===== config.mk =====
export PLATFORM = sky130hd
export DESIGN_NAME = gha_ctrl
export DESIGN_NICKNAME = d
export VERILOG_FILES = /design/src/rtl/gha_pkg.sv /design/src/rtl/gha_ctrl.sv
export SDC_FILE = /design/constraint.sdc
export NUM_CORES = 1
export LEC_CHECK = 0
export ABC_AREA = 1
export BUFFER_PORTS_ARGS = -buffer_cell sky130_fd_sc_hd__buf_2
export CORE_AREA = 5 5 42 44
export CTS_CLUSTER_SIZE = 8
export DETAILED_ROUTE_END_ITERATION = 12
export DIE_AREA = 0 0 47 49
export PLACE_DENSITY = 0.46
export SLEW_MARGIN = 40
export SYNTH_ARGS = -nofsm -noshare
export SYNTH_HDL_FRONTEND = slang
export SYNTH_SLANG_ARGS = --single-unit

===== constraint.sdc =====
create_clock -name clock -period 1.8 [get_ports clock]
set_input_delay 0.09 -clock clock [delete_from_list [all_inputs] [get_ports clock]]
set_output_delay 0.09 -clock clock [all_outputs]
set_load 0.02 [all_outputs]

===== src/rtl/gha_pkg.sv =====
// ----------------------------------------------------------------------------
// gha_pkg
// Shared types and constants for the generational handle allocator.
// ----------------------------------------------------------------------------
package gha_pkg;

   localparam int MAX_HANDLES = 1024;
   localparam int GEN_BITS    = 16;
   localparam int IDX_W       = $clog2(MAX_HANDLES);
   localparam int CNT_W       = $clog2(MAX_HANDLES + 1);
   localparam int ENTRY_W     = GEN_BITS + 1;

   typedef enum logic [1:0] {
      ACT_CREATE,
      ACT_DESTROY,
      ACT_CHECK,
      ACT_READ_GEN
   } action_type;

   typedef enum logic [1:0] {
      STATUS_OK,
      STATUS_FULL,
      STATUS_INVALID
   } status_type;

   typedef enum logic [1:0] {
      S_IDLE,
      S_POP,
      S_LOOKUP,
      S_EXEC
   } state_type;

   // Generation table entry: live flag plus current generation
   typedef struct packed {
      logic                live;
      logic [GEN_BITS-1:0] gen;
   } entry_type;

   typedef struct packed {
      logic load_req;
      logic latch_slot;
      logic commit;
   } cmd_type;

   typedef struct packed {
      logic pop_needed;
   } stat_type;

endpackage


===== src/rtl/gha_ctrl.sv =====
// ----------------------------------------------------------------------------
// gha_ctrl
// Sequencer: accept a request, pop the free stack if needed, look up the
// generation table, then commit the result into the output register.
// ----------------------------------------------------------------------------
module gha_ctrl
   import gha_pkg::*;
(
   input  logic     clock,
   input  logic     reset,
   input  logic     req_valid,
   output logic     req_stall,
   output logic     rsp_valid,
   input  logic     rsp_stall,
   input  stat_type dp_stat,
   output cmd_type  dp_cmd
);

   state_type state_ff, state_in;
   logic      rsp_valid_ff, rsp_valid_in;
   logic      out_free;

   assign out_free = !rsp_valid_ff || !rsp_stall;

   always_comb begin
      state_in = state_ff;
      unique case (state_ff)
         S_IDLE: begin
            if (req_valid) begin
               state_in = dp_stat.pop_needed ? S_POP : S_LOOKUP;
            end
         end
         S_POP:    state_in = S_LOOKUP;
         S_LOOKUP: state_in = S_EXEC;
         S_EXEC: begin
            if (out_free) begin
               state_in = S_IDLE;
            end
         end
         default:  state_in = S_IDLE;
      endcase
   end

   always_comb begin
      dp_cmd    = '0;
      req_stall = 1'b1;
      unique case (state_ff)
         S_IDLE: begin
            req_stall       = 1'b0;
            dp_cmd.load_req = req_valid;
         end
         S_POP:    ;
         S_LOOKUP: dp_cmd.latch_slot = 1'b1;
         S_EXEC:   dp_cmd.commit = out_free;
         default:  ;
      endcase
   end

   // Hold the beat while stalled, drop it once taken
   always_comb begin
      if (dp_cmd.commit) begin
         rsp_valid_in = 1'b1;
      end else begin
         rsp_valid_in = rsp_valid_ff && rsp_stall;
      end
   end

   always_ff @(posedge clock) begin
      if (reset) begin
         state_ff     <= S_IDLE;
         rsp_valid_ff <= 1'b0;
      end else begin
         state_ff     <= state_in;
         rsp_valid_ff <= rsp_valid_in;
      end
   end

   assign rsp_valid = rsp_valid_ff;

endmodule


==> results.json, run 1 <==
{
  "path_clk_slew_ns": 0.04,
  "place_congestion": 0.626,
  "first_global_vias": 213,
  "max_slew_margin": 0.899,
  "core_mm2": 0.00140,
  "ant_nets": 0,
  "drcViolationCount": 0,
  "arrival_ns": 1.12,
  "power.leakage_nw": 0.193,
  "fp-row-count": 14,
  "fmax_mhz": 823,
  "irDropWorstVdd_mv": 0.223,
  "mappedNetlistArea_um2": 228,
  "critPathRequiredTime_ns": 1.71,
  "period_share": 0.675,
  "startpoint": "state_ff[1]",
  "synth.top_cells.by_count": "10 x inv_1, 9 x nand2_1, 4 x ha_1, 4 x nor2_1, 3 x dfxtp_1",
  "fillerInstances": 169,
  "io_pins": 10,
  "rsz0062_at_grt": "false",
  "wire_per_inst_um": 6.86,
  "worst_slew_pin_slew_ns": 0.149,
  "synth-edff-count": 0,
  "yosysUniqueCellTypes": 9,
  "slew_violations": 0,
  "final_core_util": 0.228,
  "syn_area_per_cell_um2": 6.33,
  "ys_top_cells_by_area": "dfxtp_1 26%, ha_1 22%, inv_1 16%, nand2_1 15%, nor2_1 6.6%",
  "seq_area_um2": 60.1,
  "via_per_inst": 3.65,
  "maxCapViolCount": 0,
  "crit_cells": 5,
  "die_w_um": 47,
  "drive_above_1_share": 0.265,
  "synth_largest_area_cell": "dfxtp_1",
  "outcome": "finished clean",
  "whs_ns": 0.0330,
  "drtPass1Iterations": 4,
  "fin_skew_ns": 0.00167,
  "hold_depth": 2,
  "worstReg2RegEnd": "state_ff[1]",
  "critPathKind": "reg -> out",
  "hold_violations": 0,
  "cp_top_family": "flip-flops",
  "synth.most_common_cell": "inv_1",
  "critPathBufInv": 3,
  "finalNetCount": 59,
  "gr-total-overflow": 0,
  "hold_buffers": 0,
  "hold_path.class": "in -> reg",
  "cts_resized": 0,
  "grt_pass1_wl_um": 800,
  "slowest_delay_ns": 0.35,
  "ys_seq_elements": 3,
  "drtIter0Drc": 5,
  "port_buffers": 9,
  "multi_input_area_um2": 130,
  "start_util": 0.162,
  "critPathCaptureType": "output pin",
  "timing.rr.start": "state_ff[1]",
  "final_cells": 65,
  "diodes": 0,
  "routed-via-count": 237,
  "synth_seq_area_share": 0.264,
  "cts_tree": "built",
  "chipHeight_um": 49,
  "h-tree-depth": 1,
  "hold_end": "rsp_valid",
  "grt_max_degree": 5,
  "antenna_found_initial": 0,
  "min_period_ns": 1.21,
  "synth_cells": 36,
  "cts_sinks": 3,
  "p_per_area_mw_per_mm2": 1120,
  "cp-start-kind": "flop",
  "drt_wl_total_um": 446,
  "die_area_mm2": 0.00230,
  "synth_ff_type": "dfxtp_1",
  "cts_buffers": 3,
  "dp_hpwl_um": 377,
  "synth_fp_nets": 45,
  "yosysWarnings": 0,
  "cpMaxStageDelayCell": "dfxtp_1",
  "reg2reg_depth": 6,
  "synthArstFlopShare": 0,
  "path_common_cell": "inv_1",
  "setup_viol": 0,
  "fin_tns_setup_ns": 0,
  "cts_root_buf": "clkbuf_4",
  "regToRegSetupSlack_ns": 0.72,
  "cp_max_fo": 3,
  "yosysTopAreaCellShare": 0.264,
  "clockBufferDepth": 2,
  "crit_chain": "inv_1 -> ha_1 -> nand2_1 -> inv_1 -> buf_2",
  "synthToLayoutAreaGrowth_pct": 40.1,
  "clkLatencyLatePin_ns": 0.23,
  "dpl.cell_count": 61,
  "min_from": "reset",
  "cts_setup_buffers": 0,
  "track_usage": 0.0521
}
flip-flops by register name (all words and copies together) (netlist names):
name,flops
state_ff,2
rsp_valid,1
logic make-up after synthesis:
logic type | count (synthesis) | share of synthesized area
buffers and inverters | 10 | 0.165
AO/OA/AOI/OAI | 4 | 0.0879
adder cells (fa/ha/maj) | 4 | 0.220
AND/OR/NAND/NOR | 15 | 0.264
flip-flops | 3 | 0.264
final cells by class:
type | count | share of cell area
well taps | 16 | 0.0627
flip-flops and latches | 3 | 0.188
clock buffers | 4 | 0.0824
repair buffers | 9 | 0.141
multi-input cells | 23 | 0.408
inverters | 10 | 0.118
layout by cell type (no fill, tap or decap):
| cell type | count |
|---|---|
| inv_1 | 10 |
| nand2_1 | 9 |
| buf_2 | 9 |
| nor2_1 | 4 |
| ha_1 | 4 |
| clkbuf_4 | 3 |
| dfxtp_1 | 3 |
| a21oi_1 | 2 |
| o21ai_0 | 2 |
| nand3_1 | 1 |
| nand2_2 | 1 |
| clkbuf_1 | 1 |
through the flow:
stage	area, µm²	total power, mW	setup WS, ns
after global placement	293	0.247	0.692
after CTS	319	0.368	0.561
after detailed placement	293	0.246	0.706
after floorplan	228	0.205	0.752
after global routing	319	0.397	0.487
final	319	0.357	0.585
layer usage:
metal  track usage  share of wire
met3        0.0590           0.13
met4        0.0276              0
met1        0.0482           0.41
met2        0.0679           0.45
met5             0              0
report_power, final:
part           leakage [nW]  switching (mW)  internal (mW)  total [mW]
Clock                0.0150          0.0325         0.0829       0.115
Combinational         0.154          0.0969         0.0565       0.153
Sequential           0.0247         0.00833         0.0794      0.0877
Total                 0.193           0.138          0.219       0.357
worst max path at each step:
stage                        to  slack (ns)
global placement    state_ff[1]        0.69
CTS                   dp_cmd[2]        0.56
detailed placement  state_ff[1]        0.71
global route          dp_cmd[2]        0.49
floorplan           state_ff[0]        0.75
finish                dp_cmd[2]        0.59
Power figures use the tool's default switching activity.
==> run 2: changes to the inputs <==
ABC_AREA = 0   (was 1)
clock period = 1.3 ns   (was 1.8 ns; I/O delays follow)
==> results.json, run 2 <==
{
  "outcome": "finished clean",
  "die_w_um": 47,
  "arrival_ns": 1.45,
  "finalNetCount": 53,
  "synthArstFlopShare": 0,
  "power.leakage_nw": 0.189,
  "mappedNetlistArea_um2": 223,
  "setup_viol": 0,
  "grt_pass1_wl_um": 869,
  "h-tree-depth": 1,
  "final_core_util": 0.291,
  "synth_fp_nets": 34,
  "clkLatencyLatePin_ns": 0.23,
  "top_register": "state_ff",
  "critPathCaptureType": "flop",
  "core_mm2": 0.00140,
  "grt_max_degree": 5,
  "synth_ff_type": "dfxtp_1",
  "synth.most_common_cell": "ha_1",
  "drt_wl_total_um": 562,
  "ys_seq_elements": 3,
  "dp_hpwl_um": 394,
  "cts_root_buf": "clkbuf_4",
  "start_util": 0.159,
  "maxCapViolCount": 0,
  "die_area_mm2": 0.00230,
  "fp-row-count": 14,
  "wire_per_inst_um": 9.53,
  "hold_path.class": "in -> reg",
  "synth_largest_area_cell": "dfxtp_1",
  "clockBufferDepth": 2,
  "finalWorstSetupSlack_ns": 0.0133,
  "yosysTopAreaCellShare": 0.270,
  "irDropWorstVdd_mv": 0.302,
  "p_per_area_mw_per_mm2": 1150,
  "first_global_vias": 231,
  "slowest_delay_ns": 0.36,
  "max_slew_margin": 0.910,
  "use_met1": 0.0570,
  "hold_depth": 2,
  "busiest_layer": "met2",
  "largest_register_ffs": 2,
  "dpl_cell_area_um2": 318,
  "diodes": 0,
  "drcViolationCount": 0,
  "period_share": 0.990,
  "synth_seq_area_share": 0.270,
  "fin_skew_ns": 0.00349,
  "io_pins": 10,
  "synth_cells": 25,
  "cp-start-kind": "flop",
  "final_area_um2": 408,
  "place_congestion": 0.632,
  "drive_above_1_share": 0.721,
  "fin_tns_setup_ns": 0,
  "total_power_uw": 470,
  "yosysWarnings": 0,
  "synth-edff-count": 0,
  "critPathRequiredTime_ns": 1.46,
  "track_usage": 0.0521,
  "path_clk_slew_ns": 0.04,
  "chipHeight_um": 49,
  "ant_nets": 0,
  "port_buffers": 9,
  "synthToLayoutAreaGrowth_pct": 83.1,
  "gr-total-overflow": 0,
  "via_per_inst": 3.88,
  "ys_top_cells_by_area": "dfxtp_1 27%, ha_1 22%, a21oi_1 6.7%, nand2b_1 5.6%, and3_4 5.1%",
  "post-place-ws_ns": -0.0601,
  "drtPass1Iterations": 2,
  "cts_buffers": 3,
  "rsz0062_at_grt": "true",
  "use_met3": 0.0148,
  "syn_area_per_cell_um2": 8.91,
  "critPathKind": "reg -> reg",
  "slew_violations": 0,
  "crit_chain": "inv_2 -> ha_4 -> and2b_4 -> or3_4 -> a21oi_2",
  "hold_violations": 0,
  "drtIter0Drc": 1,
  "hold_buffers": 0,
  "routed-via-count": 229,
  "fmax_mhz": 777,
  "worst_slew_pin_slew_ns": 0.132,
  "grt.met2_usage": 0.0724,
  "cts_sinks": 3,
  "yosysUniqueCellTypes": 14,
  "final_common_cell": "buf_2",
  "cp_max_fo": 3,
  "cpMaxStageDelayCell": "or3_4",
  "final_cell_mix": "8 x buf_2, 5 x buf_4, 3 x clkbuf_4",
  "reg2reg_depth": 5,
  "antenna_found_initial": 0,
  "synth.top_cells.by_count": "4 x ha_1, 3 x a21oi_1, 3 x dfxtp_1, 3 x inv_1",
  "cts_tree": "built",
  "min_period_ns": 1.29
}
-- run 2: final timing paths --
path / start / slack (ns) / endpoint
setup / recovery: state_ff[0] / 0.01 / state_ff[0]
hold / removal: reset / 0.03 / state_ff[0]
setup reg to reg: state_ff[0] / 0.01 / state_ff[0]
hold reg to reg: state_ff[0] / 0.53 / state_ff[0]
-- run 2: cell type report --
type / instances / area (µm²)
clock buffer: 4 / 26.3
fill: 152 / 993
inverter: 3 / 11.3
multi-input combinational: 19 / 196
sequential: 3 / 65.1
tap: 16 / 20.0
timing repair buffer: 14 / 88.8
-- run 2: timing repair --
item | 4_1_cts | 5_1_grt
setup buffers | 0 | 1
endpoints found under the setup margin | 4 | 3
pin swaps | 1 | 2
gates resized for setup | 5 | 14
-- run 2: power breakdown --
group          internal [mW]  switching, mW  leakage, nW
clock                  0.115         0.0453       0.0150
combinational          0.107         0.0902        0.149
sequential             0.104        0.00968       0.0256
-- run 2: worst max-delay path: cells and delay by family, from the launching register on --
family	cells	cell delay, ns
buffers and inverters	1	0.06
adder cells (fa/ha/maj)	1	0.16
AO/OA/AOI/OAI	1	0.13
flip-flops	1	0.34
AND/OR/NAND/NOR	2	0.52
-- run 2: routing by layer --
layer	up-vias	routed length, µm
met4	0	0
met2	7	271
met3	0	51
li1	122	-
met5	-	0
met1	100	239
-- run 2: stage by stage --
stage / hold slack [ns] / instances
2_1_floorplan: 0.134 / 25
3_3_place_gp: 0.264 / 54
3_5_place_dp: 0.268 / 54
4_1_cts: 0.0132 / 58
5_1_grt: 0.0296 / 59
6_report: 0.0312 / 59
-- run 2: logic make-up after synthesis --
group	count (synthesis)	share of synthesized area
AND/OR/NAND/NOR	7	0.225
adder cells (fa/ha/maj)	4	0.225
flip-flops	3	0.270
multiplexers	1	0.0449
buffers and inverters	3	0.0506
AO/OA/AOI/OAI	7	0.185
